**src/rtl/usbf_pkg.sv**
```systemverilog
// ----------------------------------------------------------------------------
// usbf_pkg
// Shared constants and types of the UDP source blocklist filter.
// ----------------------------------------------------------------------------
`default_nettype none

package usbf_pkg;

	localparam int TABLE_ENTRIES = 1024;

	localparam logic [15:0] OFF_ETH_HI   = 16'd12;
	localparam logic [15:0] OFF_ETH_LO   = 16'd13;
	localparam logic [15:0] OFF_PROTO    = 16'd23;
	localparam logic [15:0] OFF_SRC_LO   = 16'd26;
	localparam logic [15:0] OFF_SRC_HI   = 16'd29;
	localparam logic [15:0] OFF_UDP_LAST = 16'd33;
	localparam logic [15:0] OFF_PAYLOAD  = 16'd42;
	localparam logic [15:0] OFF_PAY_LAST = 16'd41;
	localparam logic [15:0] ETHERTYPE_IPV4 = 16'h0800;

	localparam logic [2:0] REASON_SHORT   = 3'd0;
	localparam logic [2:0] REASON_NON_UDP = 3'd1;
	localparam logic [2:0] REASON_BLOCKED = 3'd2;
	localparam logic [2:0] REASON_SHORT_UDP = 3'd3;
	localparam logic [2:0] REASON_UNIFORM = 3'd4;
	localparam logic [2:0] REASON_PASS    = 3'd5;

	localparam logic [1:0] REG_THRESHOLD = 2'd0;
	localparam logic [1:0] REG_PROTOCOL  = 2'd1;
	localparam logic [1:0] REG_WINDOW    = 2'd2;

	localparam logic [7:0] THRESHOLD_RST = 8'd5;
	localparam logic [7:0] PROTOCOL_RST  = 8'd17;
	localparam logic [3:0] WINDOW_RST    = 4'd8;

	typedef struct packed {
		logic        active;
		logic [31:0] key;
		logic        bump;
		logic        found;
		logic        blocked;
		logic        placed;
		logic [7:0]  cnt;
	} token_t;

	typedef struct packed {
		logic        ipv4;
		logic        long_frame;
		logic        uniform;
		logic [7:0]  proto;
		logic [31:0] src;
	} frame_info_t;

endpackage

`default_nettype wire

```
**src/rtl/usbf_parser.sv**
```systemverilog
// ----------------------------------------------------------------------------
// usbf_parser
// Tracks byte offset and captures header fields and payload uniformity.
// ----------------------------------------------------------------------------
`default_nettype none

module usbf_parser (
	input  wire logic                  clk,
	input  wire logic                  arst_n,
	input  wire logic                  beat,
	input  wire logic [7:0]            data_byte,
	input  wire logic                  last_byte,
	input  wire logic [3:0]            window,
	output usbf_pkg::frame_info_t      info
);

	logic [15:0] off_q;
	logic [15:0] eth_q;
	logic [7:0]  proto_q;
	logic [31:0] src_q;
	logic [7:0]  first_q;
	logic        mis_q;

	logic [15:0] eth_n;
	logic [7:0]  proto_n;
	logic [31:0] src_n;
	logic [7:0]  first_n;
	logic        mis_n;
	logic [3:0]  win_c;

	always_comb begin
		if (window == 4'd0) begin
			win_c = 4'd1;
		end else if (window > 4'd8) begin
			win_c = 4'd8;
		end else begin
			win_c = window;
		end
		eth_n = eth_q;
		if (off_q == usbf_pkg::OFF_ETH_HI) begin
			eth_n = {data_byte, 8'h00};
		end else if (off_q == usbf_pkg::OFF_ETH_LO) begin
			eth_n = eth_q | {8'h00, data_byte};
		end
		proto_n = (off_q == usbf_pkg::OFF_PROTO) ? data_byte : proto_q;
		src_n = (off_q >= usbf_pkg::OFF_SRC_LO && off_q <= usbf_pkg::OFF_SRC_HI) ?
			{src_q[23:0], data_byte} : src_q;
		first_n = (off_q == usbf_pkg::OFF_PAYLOAD) ? data_byte : first_q;
		mis_n = mis_q;
		if (off_q > usbf_pkg::OFF_PAYLOAD &&
			off_q < (usbf_pkg::OFF_PAYLOAD + {12'd0, win_c}) && data_byte != first_q) begin
			mis_n = 1'b1;
		end
		info.ipv4       = (off_q >= usbf_pkg::OFF_UDP_LAST) && (eth_n == usbf_pkg::ETHERTYPE_IPV4);
		info.long_frame = off_q >= usbf_pkg::OFF_PAY_LAST;
		info.uniform    = !mis_n;
		info.proto      = proto_n;
		info.src        = src_n;
	end

	always_ff @(posedge clk or negedge arst_n) begin
		if (!arst_n) begin
			off_q   <= '0;
			eth_q   <= '0;
			proto_q <= '0;
			src_q   <= '0;
			first_q <= '0;
			mis_q   <= 1'b0;
		end else if (beat) begin
			if (last_byte) begin
				off_q   <= '0;
				eth_q   <= '0;
				proto_q <= '0;
				src_q   <= '0;
				first_q <= '0;
				mis_q   <= 1'b0;
			end else begin
				if (off_q != 16'hFFFF) begin
					off_q <= off_q + 16'd1;
				end
				eth_q   <= eth_n;
				proto_q <= proto_n;
				src_q   <= src_n;
				first_q <= first_n;
				mis_q   <= mis_n;
			end
		end
	end

endmodule

`default_nettype wire

```
**config.mk**
```make
export PLATFORM = sky130hd
export DESIGN_NAME = usbf_parser
export DESIGN_NICKNAME = d
export VERILOG_FILES = /design/src/rtl/usbf_pkg.sv /design/src/rtl/usbf_parser.sv
export SDC_FILE = /design/constraint.sdc
export NUM_CORES = 1
export LEC_CHECK = 0
export ABC_CLOCK_PERIOD_IN_PS = 2700
export BUFFER_PORTS_ARGS = -buffer_cell sky130_fd_sc_hd__buf_2
export CAP_MARGIN = 20
export CORE_AREA = 2 2 136 138
export CTS_CLUSTER_DIAMETER = 80
export DETAILED_ROUTE_END_ITERATION = 12
export DIE_AREA = 0 0 138 140
export GPL_ROUTABILITY_DRIVEN = 0
export PLACE_DENSITY_LB_ADDON = 0.08
export SLEW_MARGIN = 40
export SYNTH_ARGS = -nofsm -noshare
export SYNTH_HDL_FRONTEND = slang
export SYNTH_SLANG_ARGS = --single-unit
```
**constraint.sdc**
```tcl
create_clock -name clk -period 2.7 [get_ports clk]
set_clock_uncertainty 0.05 [all_clocks]
set_input_delay 0.27 -clock clk [delete_from_list [all_inputs] [get_ports clk]]
set_output_delay 0.27 -clock clk [all_outputs]
set_load 0.005 [all_outputs]
```
Word-level counts from Yosys, hierarchy flattened
Index checks and enable logic that the tools add are counted.
- reductions and logical operators: 10
- eq/ne operators: 7
- add/sub/neg operators: 2
- mux-type cells: 15
- magnitude comparators: 7
- bitwise logic cells: 1
- operator list (operator ; count):
    $mux W16 ; 5
    $mux W32 ; 2
    $eq A16 B4 Y1 const B ; 2
    $ge A16 B6 Y1 const B ; 2
    $mux W8 ; 4
    $add A16 B1 Y16 const B ; 1
    $eq A16 B12 Y1 const B ; 1
    $eq A16 B5 Y1 const B ; 1
    $eq A16 B6 Y1 const B ; 1
    $ge A16 B5 Y1 const B ; 1
    $gt A16 B6 Y1 const B ; 1
    $le A16 B5 Y1 const B ; 1
    $lt A16 B7 Y1 ; 1
    $ne A16 B16 Y1 const B ; 1
    $or A16 B8 Y16 ; 1
    $mux W4 ; 2
    $ne A8 B8 Y1 ; 1
    $add A6 B4 Y7 const A ; 1
    $gt A4 B4 Y1 const B ; 1
    $logic_and A1 B1 Y1 ; 4
    $logic_not A4 Y1 ; 1
    $reduce_and A2 Y1 ; 2
    $reduce_bool A2 Y1 ; 2
    $mux W1 ; 2
    $logic_not A1 Y1 ; 1
- bits in registers: 81
- bits of input ports: 16

Longest topological paths before layout
- depth in word-level cells: 9
- gate-level depth with buffers: 9
- depth with buffers taken out: 9

Worst setup path before layout
No wires, ideal clock.
- path type: register -> output
- start point: register off_q[13]
- end point: output port info[38] (netlist bit)
- path slack: 0.267 ns
- data required time: 2.380 ns
- data arrival time: 2.113 ns
- stages on the path, launching flop included: 7
- path through: dfrtp_1 > or4_1 > buf_2 > or4_4 > buf_6 > buf_6 > mux2_4
- RTL lines (item ; line ; source):
    start, declared ; usbf_parser.sv:17 ; logic [15:0] off_q;
    start signal, assigned ; usbf_parser.sv:79 ; off_q <= off_q + 16'd1;
    end, declared ; usbf_parser.sv:14 ; output usbf_pkg::frame_info_t info

==> impl_summary.md <==
Pwr
Of the total power, the share spent switching nets is 31.0%. The total net switching power is 0.00117 W. The clock group share of total power is 37.2%. The highest ir drop seen on vdd is 0.323 mV. The leakage power of the design is 2.99 nW. Power spread over the standard cell area amounts to 566 nW/um^2.

The internal portion of the total power is 0.00261 W. The logic gate share of total power is 23.8%. Sequential cells account for 39.0% of the total power.

Logic synthesis
The count of distinct cell types in the synthesized netlist is 60. In the synthesized netlist the async set-or-reset flop fraction comes to 100%. The average cell area after synthesis is 9.05 sq um.

Of the post-synthesis cell area, the dominant cell type holds 38.6%. The synthesized design contains 81 register bits. The part of the Yosys area used for sequential elements is 38.6%.

In this run the cell area of the synthesized design comes to 5250 sq um. Synthesis handed over a netlist of 580 instances. The synthesized design spends more area on one cell type than any other, namely sky130_fd_sc_hd__dfrtp_1. Synthesis produced a netlist with a net count of 607. The synthesized design contains 0 enable-type register cells. The dominant synthesized flop cell is sky130_fd_sc_hd__dfrtp_1. The Yosys step of the flow raised 0 warnings.

Yosys attributes the largest share of cell area to sky130_fd_sc_hd__dfrtp_1 (39%), sky130_fd_sc_hd__o21ai_0 (7.1%), sky130_fd_sc_hd__a21bo_2 (5.1%), sky130_fd_sc_hd__nor2b_1 (4.6%), sky130_fd_sc_hd__a41oi_1 (4.0%).

Final layout
In the final design database the tool counted 674 nets. The number of antenna diodes is 0. The finished cells cover 6690 sq um. In the final layout, the share of cells above drive strength 1 is 32.4%. The combined area of the multi-input logic cells is 3140 sq um. The synthesis-to-layout area growth is 27.4%. The number of filler instances in the final layout is 1879. The non-filler instance count after layout is 881. The sequential cell area is 2030 sq um.

Cells fill 37.6% of the core in the end.

Timing
The total count of max-transition violations in the final report was 0. The count of final hold-check violations came to 0. For the pin with the worst max-slew slack, the measured transition is 0.629 ns. Setup violations remaining at the end of the flow were counted as 40.

Setup total negative slack on the finished layout was measured at -3.29 ns. The top achievable clock speed is 355 MHz. The final critical-path setup slack is -0.115 ns.

The final critical-path required period is 2.81 ns. The final cycle utilization of the critical path is 104%. Setup repair after global routing could not meet its margin everywhere.

The worst slew margin relative to its limit is 57.7%.

Die
The I/O pin count is 59. The die covers 19300 sq um. The die span in x is 138 microns. The die outline height is 140 microns. The floorplan has 49 rows. For this configuration, the core starts out at a cell density of 29.5%. The area inside the core boundary is 17800 sq um.

Worst setup path
For this design, the slowest cell found on the critical path is sky130_fd_sc_hd__or4_4. The critical path contains buffers and inverters numbering 2 combined. The family of cells with the greatest summed delay on the critical path is simple AND/OR/NAND/NOR gates. The signal on the critical path passes through or4_4 -> or3_4 -> buf_12 -> o21ai_2 -> a21bo_2 -> buf_2. The critical path in this run is classified as reg -> out. The worst setup path is captured at a primary output. STA puts the critical path data arrival time at 2.49 ns.

The worst setup path is launched from a register. The delay of the slowest cell on the worst path is 0.54 ns. STA puts the critical path data required time at 2.38 ns.

Of all nets on the critical path, the largest fanout is 9.

Placement
The placement-stage worst setup slack is 0.183 ns. Once detailed placement completed, the half-perimeter wirelength came to 11.2 mm. Once placement finished, the instance area stood at 5960 sq um. The post-placement cell count is 851. The number of buffer cells added on primary ports is 58.

Global route
For this run the aggregate overflow at the end of global routing stands at 0. The first global-routing pass estimated 28.9 mm of wire. The number of global-route vias before repair is 5075. The number of antenna violations at the first check in global routing came to 1.

Entering global routing, the biggest net connects 51 pins. Global routing consumed, over all layers together, 18.8% of the routing resources.

Clock network
TritonCTS built the clock tree. CTS built an H-tree with a depth of 3. Counting every sink on the clock net gives 81.

No sink is reached through more buffers than the 2 on the longest clock path. The clock transition at the register clock pins on the worst setup and hold paths after CTS is 0.07 ns. The TritonCTS buffer count is 9. The clock network latency to the later pin of the worst-skew pair is 0.35 ns.

The cell at the root of the clock tree is sky130_fd_sc_hd__clkbuf_16.

Run status
The run finished, with violations left. The final reports fail on setup timing.

Detailed routing
The detailed router finished its first iteration with 240 violations. In the routed design, unresolved DRC markers number 0. The average via count per standard cell is 5.75. The wire length per cell after detailed routing is 20.8 microns. The residual antenna-violating net count after detailed routing is 0.

The final route contains 5069 vias. For this block, the routed nets add up to 18.3 mm of wire. The first detailed-routing pass ran for 4 iterations.

Worst hold path
The class of the tightest hold or removal check is in -> reg.

Flow run
The number of maximum-capacitance constraint violations is 0.
## stage by stage
| stage | total power, W | hold WS, ns |
|---|---|---|
| 6_report | 0.00378 | 0.230 |
| 5_1_grt | 0.00399 | 0.254 |
| 4_1_cts | 0.00379 | 0.228 |
| 3_5_place_dp | 0.00230 | 0.252 |
| 3_3_place_gp | 0.00230 | 0.249 |
| 2_1_floorplan | 0.00194 | -0.0756 |
## cells in the final DEF, fill, tap and decap left out, types with 6 or more instances in the layout
master / n
sky130_fd_sc_hd__buf_6: 8
sky130_fd_sc_hd__nor2_1: 17
sky130_fd_sc_hd__and4_1: 6
sky130_fd_sc_hd__a41oi_1: 24
sky130_fd_sc_hd__a22oi_1: 8
sky130_fd_sc_hd__o21ai_2: 23
sky130_fd_sc_hd__inv_1: 11
sky130_fd_sc_hd__a31oi_1: 17
sky130_fd_sc_hd__dfrtp_1: 81
sky130_fd_sc_hd__a32oi_1: 9
sky130_fd_sc_hd__nand3_1: 20
sky130_fd_sc_hd__mux2_2: 7
sky130_fd_sc_hd__nor2b_1: 39
sky130_fd_sc_hd__xor2_1: 8
sky130_fd_sc_hd__clkbuf_16: 10
sky130_fd_sc_hd__a221o_1: 9
sky130_fd_sc_hd__a21oi_1: 17
sky130_fd_sc_hd__buf_4: 46
sky130_fd_sc_hd__nand2_1: 30
sky130_fd_sc_hd__ha_1: 11
sky130_fd_sc_hd__a21bo_2: 27
sky130_fd_sc_hd__nand4_1: 9
sky130_fd_sc_hd__buf_2: 53
sky130_fd_sc_hd__o21ai_0: 42
## metal layers
layer | wire length (microns) | GRT usage (%) | vias up
met5 | 0 | 0 | -
met4 | 318 | 5.64 | 0
met3 | 611 | 2.87 | 15
met2 | 8740 | 30.2 | 105
met1 | 8620 | 26.1 | 2600
li1 | - | - | 2349
## cell usage after synthesis, drive strengths merged (2+ instances only)
master / count
a21o: 3
a221o: 9
a211oi: 5
nand4: 9
nor2: 18
or4: 9
nand2: 31
o311ai: 5
nor4: 7
o41ai: 2
a21bo: 32
o21ai: 75
a22oi: 8
o221ai: 3
nand3: 20
or3: 5
inv: 12
nor3: 7
nor4b: 3
and4b: 2
a41oi: 24
xor2: 8
a21oi: 18
o2111ai: 2
o211ai: 3
mux2: 8
ha: 11
a32oi: 9
dfrtp: 81
a31oi: 17
nand2b: 3
nor2b: 39
nand3b: 4
and4: 6
or3b: 2
mux2i: 3
nor3b: 2
buf: 12
or4b: 3
clkbuf: 48
## logic make-up after synthesis
logic type / Yosys count / share of synthesized area, %
AO/OA/AOI/OAI: 222 / 30.1
XOR/XNOR: 8 / 1.33
adder cells (fa/ha/maj): 11 / 2.62
buffers and inverters: 73 / 5.72
flip-flops: 81 / 38.6
multiplexers: 11 / 2.36
AND/OR/NAND/NOR: 174 / 19.3
## path summary, 6_finish.rpt
kind | start | end | slack, ns | cells past startpoint
setup / recovery | off_q[10] | info[17] | -0.11 | 6
hold / removal | data_byte[1] | eth_q[9] | 0.23 | 3
setup reg to reg | off_q[0] | off_q[7] | 0.28 | 8
hold reg to reg | eth_q[1] | eth_q[1] | 0.44 | 2
max in group asynchronous | arst_n | off_q[8] | 1.53 | 3
min in group asynchronous | arst_n | off_q[2] | 0.40 | 2
## power groups by stage
stage	Clock (W)	Combinational, W	Sequential, W
6_report	0.00141	0.000901	0.00147
2_1_floorplan	0	0.000501	0.00144
3_5_place_dp	0	0.000832	0.00147
3_3_place_gp	0	0.000824	0.00147
4_1_cts	0.00144	0.000883	0.00146
5_1_grt	0.00149	0.00101	0.00149
## worst reg2reg max path: cells and delay by family, from the launching register on
| kind | cells | cell delay, ns |
|---|---|---|
| simple gates | 3 | 0.77 |
| buf+inv | 3 | 0.63 |
| fa+ha+maj | 1 | 0.18 |
| flops | 1 | 0.39 |
| compound gates | 1 | 0.30 |
## flip-flops by register name, indices dropped and copies added, names as in the netlist
signal,cells
src_q,32
proto_q,8
mis_q,1
off_q,16
first_q,8
eth_q,16
## cell type report
class                      instances  area share [%]
tap                              229            4.28
multi-input combinational        427            46.9
clock buffer                      11            3.63
timing repair buffer             115            12.9
inverter                          13           0.729
sequential                        81            30.3
clock inverter                     5            1.29
## repair_timing
action | 4_1_cts | 5_1_grt
hold buffers | 1 | 0
pin swaps | 11 | 19
resized for setup | 77 | 16
buffers inserted | 6 | 4
endpoints found under the hold margin | 34 | 0
setup endpoints to repair | 43 | 42
gates cloned | 2 | 1
Note: power is estimated with default switching activity, not from simulation.
