**config.mk**
```make
export PLATFORM = sky130hd
export DESIGN_NAME = usbf_cell
export DESIGN_NICKNAME = d
export VERILOG_FILES = /design/src/rtl/usbf_pkg.sv /design/src/rtl/usbf_cell.sv
export SDC_FILE = /design/constraint.sdc
export NUM_CORES = 1
export LEC_CHECK = 0
export BUFFER_PORTS_ARGS = -buffer_cell sky130_fd_sc_hd__buf_2
export CAP_MARGIN = 20
export CORE_UTILIZATION = 55
export CTS_CLUSTER_DIAMETER = 40
export DETAILED_ROUTE_END_ITERATION = 12
export GPL_ROUTABILITY_DRIVEN = 0
export PLACE_DENSITY = 0.88
export SLEW_MARGIN = 15
export SYNTH_ARGS = -nofsm -noshare
export SYNTH_HDL_FRONTEND = slang
export SYNTH_SLANG_ARGS = --single-unit
```
**constraint.sdc**
```tcl
create_clock -name clk -period 7.35 [get_ports clk]
set_clock_uncertainty 0.05 [all_clocks]
set_input_delay 1.47 -clock clk [delete_from_list [all_inputs] [get_ports clk]]
set_output_delay 1.47 -clock clk [all_outputs]
set_load 0.05 [all_outputs]
```
**src/rtl/usbf_pkg.sv**
```systemverilog
// ----------------------------------------------------------------------------
// usbf_pkg
// Shared constants and types of the UDP source blocklist filter.
// ----------------------------------------------------------------------------
`default_nettype none

package usbf_pkg;

	localparam int TABLE_ENTRIES = 1024;

	localparam logic [15:0] OFF_ETH_HI   = 16'd12;
	localparam logic [15:0] OFF_ETH_LO   = 16'd13;
	localparam logic [15:0] OFF_PROTO    = 16'd23;
	localparam logic [15:0] OFF_SRC_LO   = 16'd26;
	localparam logic [15:0] OFF_SRC_HI   = 16'd29;
	localparam logic [15:0] OFF_UDP_LAST = 16'd33;
	localparam logic [15:0] OFF_PAYLOAD  = 16'd42;
	localparam logic [15:0] OFF_PAY_LAST = 16'd41;
	localparam logic [15:0] ETHERTYPE_IPV4 = 16'h0800;

	localparam logic [2:0] REASON_SHORT   = 3'd0;
	localparam logic [2:0] REASON_NON_UDP = 3'd1;
	localparam logic [2:0] REASON_BLOCKED = 3'd2;
	localparam logic [2:0] REASON_SHORT_UDP = 3'd3;
	localparam logic [2:0] REASON_UNIFORM = 3'd4;
	localparam logic [2:0] REASON_PASS    = 3'd5;

	localparam logic [1:0] REG_THRESHOLD = 2'd0;
	localparam logic [1:0] REG_PROTOCOL  = 2'd1;
	localparam logic [1:0] REG_WINDOW    = 2'd2;

	localparam logic [7:0] THRESHOLD_RST = 8'd5;
	localparam logic [7:0] PROTOCOL_RST  = 8'd17;
	localparam logic [3:0] WINDOW_RST    = 4'd8;

	typedef struct packed {
		logic        active;
		logic [31:0] key;
		logic        bump;
		logic        found;
		logic        blocked;
		logic        placed;
		logic [7:0]  cnt;
	} token_t;

	typedef struct packed {
		logic        ipv4;
		logic        long_frame;
		logic        uniform;
		logic [7:0]  proto;
		logic [31:0] src;
	} frame_info_t;

endpackage

`default_nettype wire

```
**src/rtl/usbf_cell.sv**
```systemverilog
// ----------------------------------------------------------------------------
// usbf_cell
// One source table entry; matches, counts or claims the passing query token.
// ----------------------------------------------------------------------------
`default_nettype none

module usbf_cell (
	input  wire logic              clk,
	input  wire logic              arst_n,
	input  wire logic [7:0]        threshold,
	input  wire usbf_pkg::token_t  tok_in,
	output usbf_pkg::token_t       tok_out
);

	logic        valid_q;
	logic [31:0] key_q;
	logic [7:0]  cnt_q;
	usbf_pkg::token_t tok_q;

	logic hit;
	logic claim;
	logic blk;
	logic [7:0] cnt_n;
	usbf_pkg::token_t tok_n;

	always_comb begin
		hit   = tok_in.active && valid_q && (key_q == tok_in.key);
		claim = tok_in.active && !valid_q && !tok_in.found && !tok_in.placed && tok_in.bump;
		blk   = cnt_q >= threshold;
		cnt_n = cnt_q;
		if (tok_in.bump && !blk && cnt_q != 8'hFF) begin
			cnt_n = cnt_q + 8'd1;
		end
		tok_n = tok_in;
		if (hit) begin
			tok_n.found   = 1'b1;
			tok_n.blocked = blk;
			tok_n.cnt     = cnt_n;
		end else if (claim) begin
			tok_n.placed = 1'b1;
			tok_n.cnt    = 8'd1;
		end
	end

	always_ff @(posedge clk or negedge arst_n) begin
		if (!arst_n) begin
			valid_q <= 1'b0;
			tok_q   <= '0;
		end else begin
			tok_q <= tok_n;
			if (claim) begin
				valid_q <= 1'b1;
			end
		end
	end

	always_ff @(posedge clk) begin
		if (hit) begin
			cnt_q <= cnt_n;
		end else if (claim) begin
			key_q <= tok_in.key;
			cnt_q <= 8'd1;
		end
	end

	assign tok_out = tok_q;

endmodule

`default_nettype wire

```
Word level (Yosys, flattened, before mapping)
Cells that the tools add are included.
Widths: inputs -> output; s select.
Cells by class
  multiplexer cells: 7
  add/subtract/negate cells: 1
  bitwise gates (word level): 1
  div/mod/pow operators: 0
  $lt $le $gt $ge: 1
  reductions and logical operators: 14
  equal/unequal tests: 2
  multipliers: 0
  shifts and indexed selects: 0
Operators by type and width (number)
  $eq 32x32->1: 1
  $mux 8: 4
  $mux 9: 1
  $add 8x1->8 const B: 1
  $ge 8x8->1: 1
  $logic_and 1x1->1: 8
  $ne 8x8->1 const B: 1
  $logic_not 1->1: 4
  $mux 2: 1
  $reduce_and 2->1: 1
  $reduce_bool 2->1: 1
  $mux 1: 1
  $not 1->1: 1
Storage, ports and cells
  register bits: 86
  memories kept: 0
  latch bits: 0
  bits in read-only memories: 0
  bits in writable memories: 0

Depth between registers and ports, before layout
Gate-level depths: netlist of the first run.
  depth in word-level cells: 7
  gate-level depth with buffers: 9

Least setup slack after synthesis of the first run
OpenSTA, ideal clock, no wires.
  path type: in2reg
  from: in tok_in[10] in the netlist's numbering
  to: reg cnt_q[0], enable pin
  buffers on the path: 0
  stages: 4
  data arrival time: 3523 ps
  setup slack: 3466 ps
  cells stage by stage: nand4bb_1 nor2_1 nor2b_4 inv_2
On the way
  longest elaborated chain between the ends: 5
RTL lines
  start: declaration: line usbf_cell.sv:11  | input wire usbf_pkg::token_t tok_in,
  $logic_not 1->1: line usbf_cell.sv:28  | claim = tok_in.active && !valid_q && !tok_in.found && !tok_in.placed && tok_in.bump;
  $logic_and 1x1->1 (3 in series): line usbf_cell.sv:28
  $reduce_bool 2->1 (no line)
  end signal: assignment: line usbf_cell.sv:59  | cnt_q <= cnt_n;
  end: declaration: line usbf_cell.sv:17  | logic [7:0] cnt_q;
Every way passes these cells.
A chain may end at the register's enable or synchronous reset.

Worst setup path in the final report of the first run
  from: in tok_in[29] in the netlist's numbering
  to: reg cnt_q[7], enable pin
On the way
  longest elaborated chain between the ends: 3
RTL lines
  $eq 32x32->1: line usbf_cell.sv:27  | hit = tok_in.active && valid_q && (key_q == tok_in.key);
  $logic_and 1x1->1: line usbf_cell.sv:27
  $reduce_bool 2->1 (no line)
Every way passes these cells.

==> results_dict.tcl, run 1 <==
set metrics [dict create \
    pin_count 100 \
    number_of_inserted_filler_cells_in_the_final_layout 370 \
    cell_chain_critical_path "buf_2, xor2_1, nor4_1, nand4_1, or4_4, nor2b_4, inv_2" \
    postLayoutCoreUtil_pct 72.0 \
    power_density_of_the_placed_cells_nw_per_um2 231 \
    critical-path-top-delay-family "simple AND/OR/NAND/NOR gates" \
    critPathMaxFanout 16 \
    final_period_minus_worst_setup_slack_ns 3.34 \
    yosysTopAreaCell "sky130_fd_sc_hd__edfxtp_1" \
    tightest_slew_ns 0.986 \
    crit_type "input port to flop" \
    synth_sequential_area_ratio_pct 70.9 \
    drt-total-wl_mm 6.24 \
    first_pass_iters 5 \
    cts_tree "built" \
    clock_path_buffers 2 \
    m1WireLength_mm 2.63 \
    finalCritPeriodShare_pct 45.5 \
    post_synth_main_area_contributors "sky130_fd_sc_hd__edfxtp_1, sky130_fd_sc_hd__dfrtp_1, sky130_fd_sc_hd__xor2_1" \
    timing.final.setup_violations 0 \
    synth_largest_type_area_fraction_pct 36.2 \
    critical_path_required_ns 7.36 \
    status "completed" \
    post-place-ws_ns 3.63 \
    min-delay-path-class "flop to flop" \
    syn-mean-instance-area_um2 15.2 \
    fin_nets 391 \
    synth_commonest_cells "sky130_fd_sc_hd__dfrtp_1, sky130_fd_sc_hd__edfxtp_1, sky130_fd_sc_hd__xor2_1" \
    startpoint_type "input port" \
    core_area_um2 5680 \
    worst_path_max_delay_cell "sky130_fd_sc_hd__or4_4" \
    rows 27 \
    clock-sinks 86 \
    synth_edf_count 40 \
    root_buffer "sky130_fd_sc_hd__clkbuf_8" \
    met3_wirelength_um 381 \
    die_x_um 79.7 \
    cells_after_synthesis 219 \
    floorplan.die_area_um2 6350 \
    fraction_of_final_layout_cells_with_drive_strength_greater_than_1_pct 37.0 \
    worst_slack_ns 4.01 \
    p_leak_uw 0.00184 \
    timing.critical_path.slowest_cell_delay_ns 0.66 \
    sw_frac_of_total_pct 28.0 \
    p_total_uw 945 \
    drv_cap 0 \
    critical_path.endpoint_type "flop" \
    share_clk_of_total_power_pct 33.5 \
    wl_per_cell_um 15.4 \
    remaining_drc_errors 0 \
    num_antenna_cells 0 \
    port_buffers 99 \
    die-height_um 79.7 \
    synth.yosys.warnings 0 \
    ant_nets 0 \
    routed-wl-met2_mm 3.05 \
    syn_area_um2 3320 \
    highest_layer "met4" \
    path_buf_inv 2 \
    hold_viol 0 \
    unrepaired_setup_endpoints_after_global_routing "no" \
    grt_use_total_pct 22.0 \
    peakVddDrop_v 0.000165 \
    clock_latency_on_the_worst_skew_pair_ns 0.36 \
    grt_pass1_wl_mm 9.94 \
    synthToLayoutAreaGrowth_pct 23.2 \
    detailedRoute.firstIterationViolations 95 \
    detail_route.vias_per_cell 5.19 \
    timing.critical_path.arrival_ns 3.35 \
    combPwrFrac_pct 11.5 \
    post_cts_buffers 0 \
    setup_tns_ns 0 \
    p_sw_uw 265 \
    synth.lib_cells_used.distinct 35 \
    starting_utilization_of_the_core_area_pct 58.5 \
    postSynth.topFlopCell "sky130_fd_sc_hd__dfrtp_1" \
    hold-worst-slack_ns 0.513 \
    ctsHtreeMaxLevel 3 \
    async_s_r_ff_share_synth_pct 53.5 \
    cts.hold.buffers_added 0 \
    max-slew-margin-rel_pct 34.1 \
    number_of_global_route_vias_before_repair 2097 \
    largest_net_degree_at_the_start_of_global_routing 47 \
    p_seq_share_pct 55.1 \
    intPower_uw 680 \
    postSynthNetCount 283 \
    slew_viol_final 0 \
    globalRoute.totalOverflow 0 \
    grt_antenna_before_repair 0 \
    number_of_vias_after_detailed_routing 2096 \
    clk_transition_reported_paths_ns 0.09 \
    synth.most_common_cell "sky130_fd_sc_hd__dfrtp_1" \
    cts_repair_resized_insts 0 \
    synth.ff_latch_count 86 \
    hpwlAfterDp_mm 4.60 \
    numCtsBuffers 9 \
    achievable_clock_frequency_ghz 0.299 \
]
==> state kept, by name (all words and copies together) (netlist names) <==
signal / count
valid_q: 1
tok_out: 45
key_q: 32
cnt_q: 8
==> power by group through the flow <==
stage	Sequential, uW	Clock, uW	Combinational [uW]
4_1_cts	520	323	109
3_3_place_gp	530	0	107
2_1_floorplan	579	0	17.0
6_report	520	316	108
5_1_grt	522	344	116
3_5_place_dp	531	0	109
==> cell families (layout without fill, tap and decap cells) <==
logic type | count (synthesis) | count (layout) | share of synthesized area, %
compound gates | 22 | 22 | 4.41
fa+ha+maj | 9 | 9 | 3.39
xor+xnor | 38 | 38 | 10.0
flops | 86 | 86 | 70.9
mux | 1 | 1 | 0.302
buf+inv | 12 | 125 | 1.81
simple gates | 51 | 51 | 9.16
==> worst reg2reg max path, delay by kind of cell (launching register included) <==
family,cells,cell delay (ns)
and+or+nand+nor,4,0.79
xor gates and xnor gates,1,0.23
adders and majority gates,1,0.35
DFF,1,0.49
AOI/OAI and AO/OA,2,0.40
==> per-layer routing <==
metal  vias up  GRT usage, %
met4         0          11.8
met3        12          7.20
li1        998             -
met5         -             0
met2        83          34.0
met1      1003          27.5
==> final cells by class <==
type	count	area (um2)	area share, %
sequential	86	2350	57.5
multi-input combinational	121	913	22.3
timing repair buffer	99	498	12.2
clock buffer	9	124	3.03
tap	72	90.1	2.20
clock inverter	7	73.8	1.81
inverter	10	37.5	0.918
==> stage by stage <==
step | std cells | instance area [um2]
2_1_floorplan | 219 | 3320
3_3_place_gp | 388 | 3890
3_5_place_dp | 388 | 3890
4_1_cts | 404 | 4090
5_1_grt | 404 | 4090
6_report | 404 | 4090
==> path summary, 6_finish.rpt <==
path / to / cells after the start / slack, ns / from
worst max register to register: cnt_q[5] / 8 / 4.80 / cnt_q[2]
worst min register to register: valid_q / 1 / 0.51 / valid_q
max in group asynchronous: tok_out[1] / 1 / 5.81 / arst_n
worst min-delay path: valid_q / 1 / 0.51 / valid_q
min in group asynchronous: tok_out[31] / 1 / 1.06 / arst_n
worst max-delay path: cnt_q[7] / 7 / 4.01 / tok_in[29]
==> layout by cell type, fill, tap and decap left out, types with 2 or more instances in the layout <==
cell type | Yosys | routed
sky130_fd_sc_hd__inv_1 | 9 | 9
sky130_fd_sc_hd__o21ai_0 | 4 | 4
sky130_fd_sc_hd__a21o_1 | 6 | 6
sky130_fd_sc_hd__inv_6 | 0 | 2
sky130_fd_sc_hd__o21ai_1 | 4 | 4
sky130_fd_sc_hd__buf_2 | 0 | 98
sky130_fd_sc_hd__ha_1 | 9 | 9
sky130_fd_sc_hd__a21oi_1 | 2 | 2
sky130_fd_sc_hd__xnor2_1 | 7 | 7
sky130_fd_sc_hd__edfxtp_1 | 40 | 40
sky130_fd_sc_hd__nand2_1 | 9 | 9
sky130_fd_sc_hd__clkbuf_8 | 0 | 9
sky130_fd_sc_hd__nand4_1 | 4 | 4
sky130_fd_sc_hd__nor2_1 | 9 | 8
sky130_fd_sc_hd__inv_8 | 0 | 2
sky130_fd_sc_hd__nor4_1 | 8 | 8
sky130_fd_sc_hd__xor2_1 | 31 | 31
sky130_fd_sc_hd__dfrtp_1 | 46 | 46
sky130_fd_sc_hd__nor2b_1 | 2 | 2
sky130_fd_sc_hd__clkinv_4 | 0 | 2
sky130_fd_sc_hd__nand2b_1 | 3 | 3
sky130_fd_sc_hd__and3_1 | 4 | 4
sky130_fd_sc_hd__nand3_1 | 4 | 4
(Power assumes the default switching activity.)
==> run 2: changes to the inputs <==
Settings changed: CORE_UTILIZATION 55 to 51, PLACE_DENSITY 0.88 to 0.82.
Clock period 7.35 ns to 3.2 ns, I/O delays scaled along.
==> run 2 against run 1 <==
Register-to-register slack worse by 4.2 ns; total power grew 120%; combinational power rose by 130%; clock-buffer cell count rose by 1; sequential cell count did not move; sequential power grew 130%; global-route usage shrank 2.8 points; final cell count is 1.7% higher; largest cell class unchanged; highest routed layer unchanged.
==> results_dict.tcl, run 2 (synthesis gave the netlist of run 1 again) <==
set metrics [dict create \
    status "completed" \
    critical_path.endpoint_type "flop" \
    multiInputGateArea_um2 913 \
    wl_per_cell_um 14.9 \
    most-common-layout-cells "sky130_fd_sc_hd__buf_2, sky130_fd_sc_hd__dfrtp_1, sky130_fd_sc_hd__edfxtp_1" \
    hpwlAfterDp_mm 4.49 \
    detailedRoute.firstIterationViolations 88 \
    clock_latency_on_the_worst_skew_pair_ns 0.35 \
    pin_count 100 \
    intPower_uw 1540 \
    critical_path_required_ns 3.25 \
    achievable_clock_frequency_ghz 0.384 \
    crit_type "flop to flop" \
    timing.final.setup_violations 0 \
    port_buffers 99 \
    post_cts_buffers 0 \
    fraction_of_final_layout_cells_with_drive_strength_greater_than_1_pct 37.1 \
    setup_tns_ns 0 \
    number_of_inserted_filler_cells_in_the_final_layout 475 \
    grt_antenna_before_repair 0 \
    number_of_global_route_vias_before_repair 1968 \
    starting_utilization_of_the_core_area_pct 52.6 \
    synthToLayoutAreaGrowth_pct 23.4 \
    clock_path_buffers 2 \
    max-slew-margin-rel_pct 67.8 \
    final_period_minus_worst_setup_slack_ns 2.60 \
    slew_viol_final 0 \
    startpoint_type "flop" \
    ant_nets 0 \
    core_area_um2 6310 \
    p_seq_share_pct 56.7 \
    globalRoute.totalOverflow 0 \
    clock-sinks 86 \
    unrepaired_setup_endpoints_after_global_routing "no" \
    p_total_uw 2110 \
    largest_register_ff_count 45 \
    rows 29 \
    root_buffer "sky130_fd_sc_hd__clkbuf_8" \
    floorplan.die_area_um2 6830 \
    first_pass_iters 4 \
    area.sequential_um2 2350 \
    clk_transition_reported_paths_ns 0.09 \
    cts_tree "built" \
    final_common_cell "sky130_fd_sc_hd__buf_2" \
    remaining_drc_errors 0 \
    hold_viol 0 \
    numCtsBuffers 9 \
    tightest_slew_ns 0.480 \
    drt-total-wl_mm 6.12 \
    share_clk_of_total_power_pct 31.3 \
    ctsHtreeMaxLevel 3 \
    largest_net_degree_at_the_start_of_global_routing 47 \
    cts.hold.buffers_added 0 \
    timing.critical_path.arrival_ns 2.65 \
    number_of_vias_after_detailed_routing 2055 \
    detail_route.vias_per_cell 5.00 \
    grt_use_total_pct 19.2 \
    p_sw_uw 563 \
    die-height_um 82.7 \
    power_density_of_the_placed_cells_nw_per_um2 515 \
    p_leak_uw 0.00185 \
    critPathMaxFanout 5 \
    flop_to_flop_setup_slack_ns 0.60 \
    peakVddDrop_v 0.000462 \
    num_antenna_cells 0 \
    sw_frac_of_total_pct 26.7 \
    drv_cap 0 \
    die_x_um 82.7 \
    finalCritPeriodShare_pct 81.3 \
    cts_repair_resized_insts 0 \
    fin_nets 393 \
    combPwrFrac_pct 12.0 \
    grt_pass1_wl_mm 9.24 \
    min-delay-path-class "input port to asynchronous set/reset pin" \
]
==> run 2: cell types whose count changed in the layout (fill, tap and decap cells not counted), sizes merged <==
cell	change
buf	+2
clkinv	+1
clkbuf	+1
inv	-2
==> run 2: critical path: stages, from the launching register on <==
cell,delay [ns]
sky130_fd_sc_hd__edfxtp_1,0.50
sky130_fd_sc_hd__ha_1,0.34
sky130_fd_sc_hd__and3_1,0.19
sky130_fd_sc_hd__o21ai_0,0.21
sky130_fd_sc_hd__a21oi_1,0.16
sky130_fd_sc_hd__nor3_2,0.45
sky130_fd_sc_hd__nand4_1,0.18
sky130_fd_sc_hd__xor2_1,0.20
sky130_fd_sc_hd__nor2_1,0.08
==> run 2: routing by layer <==
layer	part of all wire, %	wire (um)	vias to the layer above	global-route usage, %
met5	0	0	-	0
met3	6.8	416	7	6.70
li1	-	-	993	-
met2	50	3050	67	29.8
met1	43	2600	988	24.8
met4	0.82	50	0	7.24
==> run 2: final timing paths <==
path,from,depth (start not counted),to
max,cnt_q[2],8,cnt_q[5]
min,arst_n,1,tok_out[14]
max reg2reg,cnt_q[2],8,cnt_q[5]
min reg2reg,valid_q,1,valid_q
max in group asynchronous,arst_n,2,tok_out[12]
min in group clk,tok_in[32],1,tok_out[32]
==> run 2: power by group through the flow <==
stage / combinational (uW) / clock (uW) / sequential [uW]
floorplan: 39.1 / 0 / 1330
global placement: 247 / 0 / 1220
detailed placement: 251 / 0 / 1220
CTS: 251 / 677 / 1200
global route: 271 / 715 / 1200
finish: 252 / 660 / 1190
==> run 2: area by class of cell <==
type | count | area share, %
inverters | 10 | 0.917
clock buffers | 10 | 3.12
well taps | 77 | 2.35
flip-flops and latches | 86 | 57.4
repair buffers | 101 | 12.8
multi-input cells | 121 | 22.3
clock inverters | 6 | 1.10
==> run 2: metrics by stage <==
step	cell area, um2	utilization [%]	setup slack, ns	instances	hold slack [ns]
2_1_floorplan	3320	-	0.146	219	0.294
3_3_place_gp	3900	61.8	0.356	394	0.480
3_5_place_dp	3900	61.8	0.292	394	0.495
4_1_cts	4080	64.5	0.661	410	0.355
5_1_grt	4100	64.9	0.399	411	0.142
6_report	4100	64.9	0.599	411	0.130
==> run 3: changes to the inputs <==
Clock period 3.2 ns to 2.4 ns, I/O delays scaled along.
==> run 3 against run 2 <==
Design area up 5.8%; register-to-register slack lost 0.49 ns; core utilization increased by 3.7 points; fmax up 13%; routed wire length increased by 4.7%; critical endpoint is now tok_out[1].
==> results_dict.tcl, run 3 (synthesis gave the netlist of run 1 again) <==
set metrics [dict create \
    remaining_drc_errors 0 \
    max-slew-margin-rel_pct 77.2 \
    hold_viol 0 \
    floorplan.die_area_um2 6830 \
    clock_path_buffers 2 \
    crit_type "flop to flop" \
    startpoint_type "flop" \
    status "completed" \
    globalRoute.totalOverflow 0 \
    fraction_of_final_layout_cells_with_drive_strength_greater_than_1_pct 42.8 \
    grt_use_total_pct 19.8 \
    synthToLayoutAreaGrowth_pct 30.5 \
    clock_latency_on_the_worst_skew_pair_ns 0.35 \
    numCtsBuffers 9 \
    path_buf_inv 2 \
    timing.critical_path.arrival_ns 2.48 \
    die-height_um 82.7 \
    most-common-layout-cells "sky130_fd_sc_hd__buf_2, sky130_fd_sc_hd__dfrtp_1, sky130_fd_sc_hd__edfxtp_1" \
    min-delay-path-class "input port to asynchronous set/reset pin" \
    drv_cap 0 \
    rows 29 \
    detailedRoute.firstIterationViolations 134 \
    critPathMaxFanout 4 \
    clock-sinks 86 \
    timing.final.setup_violations 0 \
    pin_count 100 \
    worst_path_max_delay_cell "sky130_fd_sc_hd__edfxtp_1" \
    cts_tree "built" \
    number_of_vias_after_detailed_routing 2148 \
    critical_path.endpoint_type "flop" \
    first_pass_iters 4 \
    drt-total-wl_mm 6.40 \
    fin_nets 420 \
    port_buffers 99 \
    die_x_um 82.7 \
    hpwlAfterDp_mm 4.87 \
    critical-path-top-delay-family "compound AO/OA/AOI/OAI gates" \
    timing.critical_path.slowest_cell_delay_ns 0.41 \
    hold-worst-slack_ns 0.0606 \
    crit_cells 9 \
    power_density_of_the_placed_cells_nw_per_um2 669 \
    num_antenna_cells 0 \
    grt_antenna_before_repair 0 \
    achievable_clock_frequency_ghz 0.436 \
    largest_register_ff_count 45 \
    number_of_global_route_vias_before_repair 2046 \
    peakVddDrop_v 0.000549 \
    r2r_cells 9 \
    final_period_minus_worst_setup_slack_ns 2.29 \
    critical_path_required_ns 2.59 \
    grt_pass1_wl_mm 9.51 \
    root_buffer "sky130_fd_sc_hd__clkbuf_8" \
    starting_utilization_of_the_core_area_pct 52.6 \
    postLayoutCoreUtil_pct 68.6 \
    detail_route.vias_per_cell 4.92 \
    largest_net_degree_at_the_start_of_global_routing 34 \
    ant_nets 0 \
    tightest_slew_ns 0.338 \
    ctsHtreeMaxLevel 3 \
    cts.hold.buffers_added 0 \
    core_area_um2 6310 \
    finalCritPeriodShare_pct 95.6 \
    flop_to_flop_setup_slack_ns 0.11 \
    p_leak_uw 0.00198 \
    wl_per_cell_um 14.7 \
    place.detailed.instances 421 \
    final-instance-count-excl-fill 437 \
    final_common_cell "sky130_fd_sc_hd__buf_2" \
    slew_viol_final 0 \
    clk_transition_reported_paths_ns 0.08 \
    cell_chain_critical_path "ha_1, a21o_1, a221o_1, nor3_2, buf_4, buf_4, mux2i_2, nor2_1, a21o_1" \
]
-- run 3: final timing paths --
check                           start     endpoint
max                          cnt_q[6]   tok_out[1]
min                            arst_n  tok_out[32]
max reg2reg                  cnt_q[6]   tok_out[1]
min reg2reg                   valid_q      valid_q
max in group asynchronous      arst_n   tok_out[7]
min in group clk           tok_in[30]  tok_out[30]
-- run 3: power by group --
part           internal, uW  total (uW)  leakage [uW]  switching [uW]
clock network           473         946     0.0000927             473
registers              1580        1590      0.000900            12.3
logic                   112         359      0.000983             247
total                  2170        2900       0.00198             733
-- run 3: stage by stage --
stage          setup TNS (ns)  area, um2  power [uW]  worst slack [ns]
2_1_floorplan               0       3320        1820            0.0757
3_3_place_gp            -3.73       4120        1970            -0.206
3_5_place_dp            -3.90       4120        1980            -0.210
4_1_cts                     0       4310        2920           0.00300
5_1_grt              -0.00607       4330        3010          -0.00607
6_report                    0       4330        2900             0.106
-- run 3: repair_timing --
action | 4_1_cts | 5_1_grt
endpoints found under the setup margin | 0 | 24
resized for setup | 0 | 5
buffers inserted | 0 | 1
-- run 3: worst register-to-register path: cells and delay by family (launching register included) --
kind                     cells  cell delay (ns)
AO/OA/AOI/OAI                3             0.69
multiplexers                 1             0.21
adder cells (fa/ha/maj)      1             0.32
AND/OR/NAND/NOR              2             0.23
flip-flops                   1             0.41
buffers and inverters        2             0.28
-- run 3: layout make-up --
class | instances | area, um2
inverter | 10 | 37.5
clock inverter | 6 | 63.8
fill | 457 | 1980
tap | 77 | 96.3
multi-input combinational | 121 | 932
clock buffer | 9 | 124
timing repair buffer | 128 | 726
sequential | 86 | 2350
-- run 3: routing by layer --
layer | global-route usage [%] | part of all wire (%)
met1 | 24.4 | 41
met2 | 32.2 | 50
met3 | 7.58 | 7.4
met4 | 6.38 | 1.3
met5 | 0 | 0
